File: src/uhid_pkg.sv
// Package: constants and types of the USB HID endpoint finder.
package uhid_pkg;

    localparam int MAX_BYTES = 256;
    localparam int POS_W     = $clog2(MAX_BYTES + 1);

    localparam logic [7:0] T_INTERFACE  = 8'h04;
    localparam logic [7:0] T_ENDPOINT   = 8'h05;
    localparam logic [7:0] T_HID        = 8'h21;
    localparam logic [7:0] T_REPORT     = 8'h22;
    localparam logic [7:0] CLASS_HID    = 8'h03;
    localparam logic [1:0] EP_INTERRUPT = 2'd3;
    localparam logic [7:0] DIR_IN       = 8'h80;

    localparam logic [7:0] MIN_DESC_LEN  = 8'd2;
    localparam logic [7:0] MIN_IFACE_LEN = 8'd9;
    localparam logic [7:0] MIN_EP_LEN    = 8'd7;
    localparam logic [7:0] HID_LIST_OFF  = 8'd6;

    // HID descriptor entry walk: which byte of the report length comes next
    localparam logic [1:0] PH_IDLE = 2'd0;
    localparam logic [1:0] PH_LO   = 2'd1;
    localparam logic [1:0] PH_HI   = 2'd2;

    typedef struct packed {
        logic [15:0] report_length;
        logic [7:0]  poll_interval;
        logic [15:0] max_packet;
        logic [7:0]  endpoint_address;
        logic [7:0]  iface_number;
    } t_committed;

    typedef struct packed {
        logic       found;
        t_committed fields;
    } t_result;

endpackage

File: src/uhid_parse.sv
// Descriptor walker: per-byte state update and result formation.
module uhid_parse (
    input  logic              i_clk,
    input  logic              i_rst_n,
    input  logic              i_accept,
    input  logic [7:0]        i_data_byte,
    input  logic              i_last_byte,
    output uhid_pkg::t_result o_result
);

    logic [uhid_pkg::POS_W-1:0] r_pos, n_pos;
    logic [7:0]  r_off, n_off;
    logic [1:0]  r_mod3, n_mod3;          // desc offset mod 3
    logic [7:0]  r_len, n_len;
    logic [7:0]  r_type, n_type;
    logic        r_in_hid, n_in_hid;
    logic        r_have_ep, n_have_ep;
    logic        r_stopped, n_stopped;
    logic [47:0] r_pend, n_pend;
    uhid_pkg::t_committed r_com, n_com;

    logic [1:0]  phase;
    logic [2:0]  slot;
    logic        stop_here;
    logic [8:0]  off_p1;
    logic [8:0]  off_p3;

    always_comb begin
        n_pos     = r_pos;
        n_off     = r_off;
        n_mod3    = r_mod3;
        n_len     = r_len;
        n_type    = r_type;
        n_in_hid  = r_in_hid;
        n_have_ep = r_have_ep;
        n_stopped = r_stopped;
        n_pend    = r_pend;
        n_com     = r_com;
        phase     = r_pend[18:17];
        slot      = 3'(r_off - 8'd2);
        stop_here = 1'b0;
        off_p1    = {1'b0, r_off} + 9'd1;
        off_p3    = {1'b0, r_off} + 9'd3;

        if (i_accept && (r_pos < uhid_pkg::POS_W'(uhid_pkg::MAX_BYTES))) begin
            n_pos = r_pos + 1'b1;
            if (!r_stopped) begin
                if (r_off == 8'd0) begin
                    if (i_data_byte < uhid_pkg::MIN_DESC_LEN) begin
                        n_stopped = 1'b1;
                    end else begin
                        n_len  = i_data_byte;
                        n_pend = '0;
                        n_off  = 8'd1;
                        n_mod3 = 2'd1;
                    end
                end else begin
                    if (r_off == 8'd1) begin
                        n_type = i_data_byte;
                        if (i_data_byte == uhid_pkg::T_INTERFACE &&
                            r_len >= uhid_pkg::MIN_IFACE_LEN && r_have_ep) begin
                            stop_here = 1'b1;
                            n_stopped = 1'b1;
                        end
                    end else if (r_type == uhid_pkg::T_HID) begin
                        n_pend[18:17] = uhid_pkg::PH_IDLE;
                        if (phase == uhid_pkg::PH_LO) begin
                            n_pend[7:0]   = r_pend[7:0] | i_data_byte;
                            n_pend[18:17] = uhid_pkg::PH_HI;
                        end else if (phase == uhid_pkg::PH_HI) begin
                            n_pend[15:8] = r_pend[15:8] | i_data_byte;
                        end else if (!r_pend[16] && r_off >= uhid_pkg::HID_LIST_OFF &&
                                     r_mod3 == 2'd0 && off_p3 <= {1'b0, r_len} &&
                                     i_data_byte == uhid_pkg::T_REPORT) begin
                            n_pend[16]    = 1'b1;
                            n_pend[18:17] = uhid_pkg::PH_LO;
                        end
                    end else if (r_off <= 8'd7) begin
                        n_pend[{slot, 3'b000} +: 8] = i_data_byte;
                    end

                    if (!stop_here) begin
                        if (off_p1 == {1'b0, r_len}) begin
                            n_off  = 8'd0;
                            n_mod3 = 2'd0;
                            // commit the finished descriptor
                            if (n_type == uhid_pkg::T_INTERFACE &&
                                r_len >= uhid_pkg::MIN_IFACE_LEN) begin
                                n_in_hid = (n_pend[31:24] == uhid_pkg::CLASS_HID) &&
                                           (n_pend[47:40] == 8'd0);
                                if (n_in_hid) begin
                                    n_com.iface_number  = n_pend[7:0];
                                    n_com.report_length = 16'd0;
                                end
                            end else if (r_in_hid && n_type == uhid_pkg::T_HID &&
                                         r_len >= uhid_pkg::MIN_IFACE_LEN) begin
                                if (n_pend[16]) begin
                                    n_com.report_length = n_pend[15:0];
                                end
                            end else if (r_in_hid && n_type == uhid_pkg::T_ENDPOINT &&
                                         r_len >= uhid_pkg::MIN_EP_LEN) begin
                                if ((n_pend[7:0] & uhid_pkg::DIR_IN) != 8'd0 &&
                                    n_pend[9:8] == uhid_pkg::EP_INTERRUPT &&
                                    !r_have_ep) begin
                                    n_com.endpoint_address = n_pend[7:0];
                                    n_com.max_packet       = n_pend[31:16];
                                    n_com.poll_interval    = n_pend[39:32];
                                    n_have_ep              = 1'b1;
                                end
                            end
                        end else begin
                            n_off  = off_p1[7:0];
                            n_mod3 = (r_mod3 == 2'd2) ? 2'd0 : r_mod3 + 2'd1;
                        end
                    end
                end
            end
        end

        o_result.fields = n_com;
        o_result.found  = n_have_ep && (n_com.report_length != 16'd0) &&
                          (n_com.max_packet != 16'd0);

        // final byte: rearm for the next descriptor set
        if (i_accept && i_last_byte) begin
            n_pos     = '0;
            n_off     = '0;
            n_mod3    = '0;
            n_len     = '0;
            n_type    = '0;
            n_in_hid  = 1'b0;
            n_have_ep = 1'b0;
            n_stopped = 1'b0;
            n_pend    = '0;
            n_com     = '0;
        end
    end

    always_ff @(posedge i_clk) begin
        if (!i_rst_n) begin
            r_pos     <= '0;
            r_off     <= '0;
            r_mod3    <= '0;
            r_len     <= '0;
            r_type    <= '0;
            r_in_hid  <= 1'b0;
            r_have_ep <= 1'b0;
            r_stopped <= 1'b0;
            r_pend    <= '0;
            r_com     <= '0;
        end else begin
            r_pos     <= n_pos;
            r_off     <= n_off;
            r_mod3    <= n_mod3;
            r_len     <= n_len;
            r_type    <= n_type;
            r_in_hid  <= n_in_hid;
            r_have_ep <= n_have_ep;
            r_stopped <= n_stopped;
            r_pend    <= n_pend;
            r_com     <= n_com;
        end
    end

endmodule

File: src/usb_hid_endpoint_finder.sv
// Top level: USB HID endpoint finder with registered result word.
//
// Usage:
//   Input channel (i_in_valid / o_in_ready) carries one byte of a USB
//   configuration descriptor set per word, with i_last_byte marking the
//   final byte. Output channel (o_out_valid / i_out_ready) carries one
//   result word per descriptor set: found flag, interface number, IN
//   endpoint address, max packet size, poll interval, report length.
//   The result word is registered: o_out_valid rises in the cycle after the
//   final byte is taken. Throughput: one byte per cycle while o_in_ready is
//   high; the per-byte descriptor walk is a single register-to-register
//   update. Bytes past MAX_BYTES are not walked; only i_last_byte is used.
//   Reset (synchronous, active low) clears the walker state and drops
//   o_out_valid. After each final byte the walker rearms by itself.
//   Stall: while a result word waits with i_out_ready low, o_in_ready is
//   low, so no byte is taken; with i_out_ready high, a new byte (even a
//   final one) is taken in the same cycle the old word leaves.
module usb_hid_endpoint_finder (
    input  logic        i_clk,
    input  logic        i_rst_n,
    input  logic        i_in_valid,
    output logic        o_in_ready,
    input  logic [7:0]  i_data_byte,
    input  logic        i_last_byte,
    output logic        o_out_valid,
    input  logic        i_out_ready,
    output logic        o_found,
    output logic [7:0]  o_iface_number,
    output logic [7:0]  o_endpoint_address,
    output logic [15:0] o_max_packet,
    output logic [7:0]  o_poll_interval,
    output logic [15:0] o_report_length
);

    logic              accept;
    uhid_pkg::t_result result;
    logic              r_out_valid;
    uhid_pkg::t_result r_out;

    // one result slot; it frees in the cycle it is taken
    assign o_in_ready = !r_out_valid || i_out_ready;
    assign accept     = i_in_valid && o_in_ready;

    uhid_parse u_parse (
        .i_clk       (i_clk),
        .i_rst_n     (i_rst_n),
        .i_accept    (accept),
        .i_data_byte (i_data_byte),
        .i_last_byte (i_last_byte),
        .o_result    (result)
    );

    always_ff @(posedge i_clk) begin
        if (!i_rst_n) begin
            r_out_valid <= 1'b0;
        end else if (accept && i_last_byte) begin
            r_out_valid <= 1'b1;
        end else if (i_out_ready) begin
            r_out_valid <= 1'b0;
        end
    end

    // payload only, no reset
    always_ff @(posedge i_clk) begin
        if (accept && i_last_byte) begin
            r_out <= result;
        end
    end

    assign o_out_valid        = r_out_valid;
    assign o_found            = r_out.found;
    assign o_iface_number     = r_out.fields.iface_number;
    assign o_endpoint_address = r_out.fields.endpoint_address;
    assign o_max_packet       = r_out.fields.max_packet;
    assign o_poll_interval    = r_out.fields.poll_interval;
    assign o_report_length    = r_out.fields.report_length;

endmodule

File: config.mk
export PLATFORM = sky130hd
export DESIGN_NAME = usb_hid_endpoint_finder
export DESIGN_NICKNAME = d
export VERILOG_FILES = /design/src/uhid_pkg.sv /design/src/uhid_parse.sv /design/src/usb_hid_endpoint_finder.sv
export SDC_FILE = /design/constraint.sdc
export NUM_CORES = 1
export LEC_CHECK = 0
export ABC_AREA = 1
export BUFFER_PORTS_ARGS = -buffer_cell sky130_fd_sc_hd__buf_2
export CAP_MARGIN = 20
export CORE_MARGIN = 5
export CORE_UTILIZATION = 65
export DETAILED_ROUTE_END_ITERATION = 12
export PLACE_DENSITY = 0.87
export SYNTH_ARGS = -nofsm -noshare
export SYNTH_HDL_FRONTEND = slang
export SYNTH_SLANG_ARGS = --single-unit
File: constraint.sdc
create_clock -name i_clk -period 11.3 [get_ports i_clk]
set_clock_uncertainty 0.05 [all_clocks]
set_input_delay 2.26 -clock i_clk [delete_from_list [all_inputs] [get_ports i_clk]]
set_output_delay 2.26 -clock i_clk [all_outputs]
set_load 0.03 [all_outputs]
# Word level (Yosys, flattened, before mapping)
# Index checks and enable logic that the tools add are counted.
# word_totals
reg_bits	200
inputBits	13
out_inout_bits	59
# op_classes
addsub	6
n_lt_le_gt_ge	7
eq_ne	15
n_shift	2
n_mux	63
n_bitwise	7
reduce_logical	35
# op_table
operator	count
$mux W48	7
$mux W56	5
$mux W32	4
$mux W8	12
$mux W16	4
$bwmux W48	1
$shift A8 B8 Y48 const A	1
$shiftx A8 B8 Y48	1
$reduce_bool A16 Y1	2
$mux W29	1
$eq A8 B3 Y1 const B	3
$eq A8 B6 Y1 const B	3
$logic_and A1 B1 Y1	19
$mux W1	19
$mux W19	1
$ge A8 B3 Y1 const B	2
$logic_not A8 Y1	2
$mux W2	8
$or A8 B8 Y8	2
$add A8 B1 Y9 const B	1
$add A8 B2 Y9 const B	1
$add A9 B1 Y9 const B	1
$eq A9 B8 Y1	1
$le A9 B8 Y1	1
23 further kinds	33

# Logic depth before layout (Yosys ltp)
# logic_depth
depth_word	28
ltp_mapped	27

# Cells and area by module
# From an unflattened synthesis, not the netlist that was laid out.
# hier_totals
cells_unflattened	1366
hier_area_um2	10117.2
# by_module_without_submodules
mod	n_inst	cells_each	area_each_um2
uhid_parse	1	1298	8334.2
usb_hid_endpoint_finder	1	68	1783.0

# Least setup slack after synthesis
# No wires, ideal clock.
# synth_path
path_type	input to register
startpoint	in i_out_ready
endpoint	reg u_parse.r_com[13] (netlist name)
arrival_time_ns	6.225
slack_ns	4.898
stages	9
n_path_buf	2
path_cell_list	inv_1 > nand2_1 > nand2_1 > nor2_1 > inv_1 > nand2_1 > clkbuf_1 > clkbuf_1 > nor2_1
# synth_via
elab_chain_len	4
elab_cells_between_ends	6
# synth_rtl
element	line_no	source
start, declared	usb_hid_endpoint_finder.sv:26	input logic i_out_ready,
$logic_or A1 B1 Y1 *	usb_hid_endpoint_finder.sv:41	assign o_in_ready = !r_out_valid || i_out_ready;
via o_in_ready	usb_hid_endpoint_finder.sv:22	output logic o_in_ready,
$logic_and A1 B1 Y1 *	usb_hid_endpoint_finder.sv:42	assign accept = i_in_valid && o_in_ready;
$logic_and A1 B1 Y1, on equally long branches	uhid_parse.sv:45, uhid_parse.sv:125	
$mux W56 / $reduce_or A2 Y1 (equally long branches)	n/a	
end signal, assigned	uhid_parse.sv:161	r_com <= n_com;
end, declared	uhid_parse.sv:20	uhid_pkg::t_committed r_com, n_com;
# Mark *: on every way through the listed nets, which the timed path passes. The rest lies on a longest branch.
# A chain may end at the register's enable or synchronous reset.

==> results_dict.tcl <==
set metrics [dict create \
    status "completed" \
    layout-drive-gt1-share_pct 11.00 \
    switching_share_pct 26.47 \
    synth_cells 1394 \
    insertion_delay_ns 0.44 \
    final_min_period_over_clock_period_pct 49.62 \
    rrSetupSlack_ns 5.96 \
    dr.pass1.iters 6 \
    drtIter0Drc 1430 \
    viasPerCell 5.641 \
    yosys.area.top_type_share_pct 28.25 \
    routed_wl_microns 25200 \
    place_area_sq_um 10520 \
    dp.cells 1624 \
    die_h_microns 134.9 \
    final_nets 1464 \
    ys.flop_type "dfxtp_1" \
    p_comb_share_pct 10.7 \
    worst-path-max-fanout 21 \
    synthDistinctLibCells 52 \
    syn-num-nets 1426 \
    boundaryPins 72 \
    end_kind "flip-flop" \
    antenna_left 0 \
    dieArea_sq_um 18180 \
    cap_viol_max_count 0 \
    grt_pass1_vias 8645 \
    slew_violations 0 \
    hold_path_class "flip-flop to flip-flop" \
    p_per_area_nw_per_um2 137.9 \
    worstMarginPinSlew_ns 0.9061 \
    fp-row-count 45 \
    port_buffers 71 \
    cp-start-kind "primary input" \
    post-route-min-period_ns 5.607 \
    slew-limit-headroom_pct 39.51 \
    gp_congestion 0.9431 \
    setup_tns_ns 0 \
    ys_seq_elements 200 \
    seqPwrFrac_pct 49.6 \
    leakage_nw 4.962 \
    numClockSinks 200 \
    fmax_ghz 0.1784 \
    via_count 9342 \
    grt_pass1_wl_microns 40790 \
    clkTransAtPathRegs_ns 0.07 \
    synth_area_leaders "dfxtp_1, edfxtp_1, nand2_1, inv_1, nor2_1" \
    fillCellCount 1211 \
    syn-cell-area_sq_um 10130 \
    synth_largest_area_cell "dfxtp_1" \
    htreeDepth 4 \
    grt_setup_unrepaired "no" \
    p_total_w 0.001532 \
    drc 0 \
    hold_viol 0 \
    clock_path_buffers 2 \
    area_growth_pct 9.620 \
    setup_violations 0 \
    utilization_pct 72.79 \
    ys_seq_area_share_pct 45.15 \
    start_util_pct 66.40 \
    design_area_sq_um 11110 \
    ys.warnings.count 0 \
    antenna_found_initial 0 \
    ys_async_sr_fraction_pct 0 \
    die_w_microns 134.9 \
    cts_hold_buffers 0 \
    internal_power_w 0.001126 \
    cts_tree "done" \
    post_cts_buffers 0 \
    worstSetupPathType "primary input to flip-flop" \
    critical_path_arrival_ns 5.76 \
    numCtsBuffers 17 \
    synth_edf_count 57 \
    switchingPower_w 0.0004054 \
    ir_worst_vdd_uv 102.7 \
    cts_resized 0 \
    num_antenna_cells 0 \
    required_ns 11.45 \
    wl_per_cell_microns 15.22 \
    p_clk_share_pct 39.7 \
    instances_no_fill 1656 \
    grt_max_degree 67 \
    avgSynthCellArea_sq_um 7.268 \
    grt_overflow 0 \
    track_usage_pct 27.64 \
    dpl.hpwl_microns 16950 \
    core_area_sq_um 15260 \
    root_buffer "clkbuf_16" \
]
## kinds of logic (layout without fill, tap and decap cells)
kind of cell    Yosys count  in the layout  share of synthesized area, %
simple gates            726            726                         31.17
flops                   200            200                         45.15
fa+ha+maj                19             19                         2.346
buf+inv                 228            279                         9.175
compound gates          214            214                         11.56
xor+xnor                  7              7                        0.6051
## final timing paths
kind,to,depth (start not counted),start
max,o_found,16,i_out_ready
max reg2reg,o_found,18,u_parse.r_off[0]
min reg2reg,u_parse.r_com[15],2,u_parse.r_com[15]
min,u_parse.r_com[15],2,u_parse.r_com[15]
## layout make-up
type	count	area, sq um	area share (%)
Multi-Input combinational cell	966	4646	41.83
Sequential cell	200	4574	41.19
Tap cell	211	264.0	2.377
Inverter	171	641.9	5.779
Timing Repair Buffer	76	392.9	3.537
Clock buffer	21	450.4	4.055
Clock inverter	11	137.6	1.239
## synthesized netlist by cell type, types with 16 or more instances
cell        n
nand2_1   401
inv_1     156
nor2_1    149
dfxtp_1   143
a21oi_1   106
nand3_1    92
edfxtp_1   57
o21ai_0    54
clkbuf_1   35
nand4_1    28
ha_1       19
o22ai_1    16
## metrics by stage
step / hold slack, ns / setup slack (ns)
global route: 0.4287 / 5.463
finish: 0.4079 / 5.693
global placement: 0.3961 / 5.637
floorplan: 0.3859 / 4.898
detailed placement: 0.3976 / 5.507
CTS: 0.4080 / 5.842
## critical path, cell delays in order
cell and delay, ns:
buf_2 0.07, inv_1 0.03, nand2_1 0.10, nand3_1 0.20
inv_1 0.24, nand3_2 0.39, nor2_2 0.37, nand3_1 0.62
nor2_1 0.47, nand3_2 0.21, o211ai_1 0.35, nand2_1 0.10
nor2_1 0.11, nand2_1 0.05, nor2_1 0.11, nor2_1 0.05
## cell usage in the layout, fill, tap and decap left out, types with 3 or more instances in the layout
master / netlist / layout
a21oi_1: 106 / 106
buf_2: 10 / 71
buf_4: 5 / 5
clkbuf_1: 35 / 3
clkbuf_16: 0 / 17
clkinvlp_4: 0 / 3
dfxtp_1: 143 / 143
edfxtp_1: 57 / 57
ha_1: 19 / 19
inv_1: 156 / 156
inv_2: 14 / 14
inv_6: 0 / 4
nand2_1: 401 / 400
nand2_2: 4 / 4
nand2_4: 2 / 3
nand3_1: 92 / 92
nand3_2: 4 / 4
nand3_4: 4 / 4
nand3b_1: 5 / 5
nand4_1: 28 / 28
nor2_1: 149 / 147
nor2_2: 8 / 9
nor2_4: 6 / 7
nor3_1: 9 / 9
o21ai_0: 54 / 54
o21ai_1: 13 / 13
o21ai_2: 4 / 4
o22ai_1: 16 / 16
o32ai_1: 4 / 4
or2_1: 4 / 4
or2_2: 3 / 3
xor2_1: 5 / 5
## metal layers
metal	track usage, %	vias up	wire (microns)
met5	0	-	0
met4	12.50	0	1018
met3	5.589	95	1943
met2	46.25	457	11890
met1	34.56	4180	10350
li1	-	4610	-
## state kept, by name (all words and copies together) (netlist names)
signal              cells
o_endpoint_address      8
o_found                 1
o_iface_number          8
o_max_packet           16
o_out_valid             1
o_poll_interval         8
o_report_length        16
u_parse.r_com          56
u_parse.r_have_ep       1
u_parse.r_in_hid        1
u_parse.r_len           8
u_parse.r_mod3          2
u_parse.r_off           8
u_parse.r_pend         48
u_parse.r_pos           9
u_parse.r_stopped       1
u_parse.r_type          8
## power by group through the flow
stage                     Combinational, W  Sequential, W  Clock, W
after detailed placement          0.000159       0.000776         0
final                             0.000163       0.000760  0.000609
after global placement            0.000156       0.000775         0
after floorplan                   0.000103       0.000792         0
after global routing              0.000179       0.000761  0.000648
after CTS                         0.000160       0.000760  0.000614
Note: power is estimated with default switching activity, not from simulation.
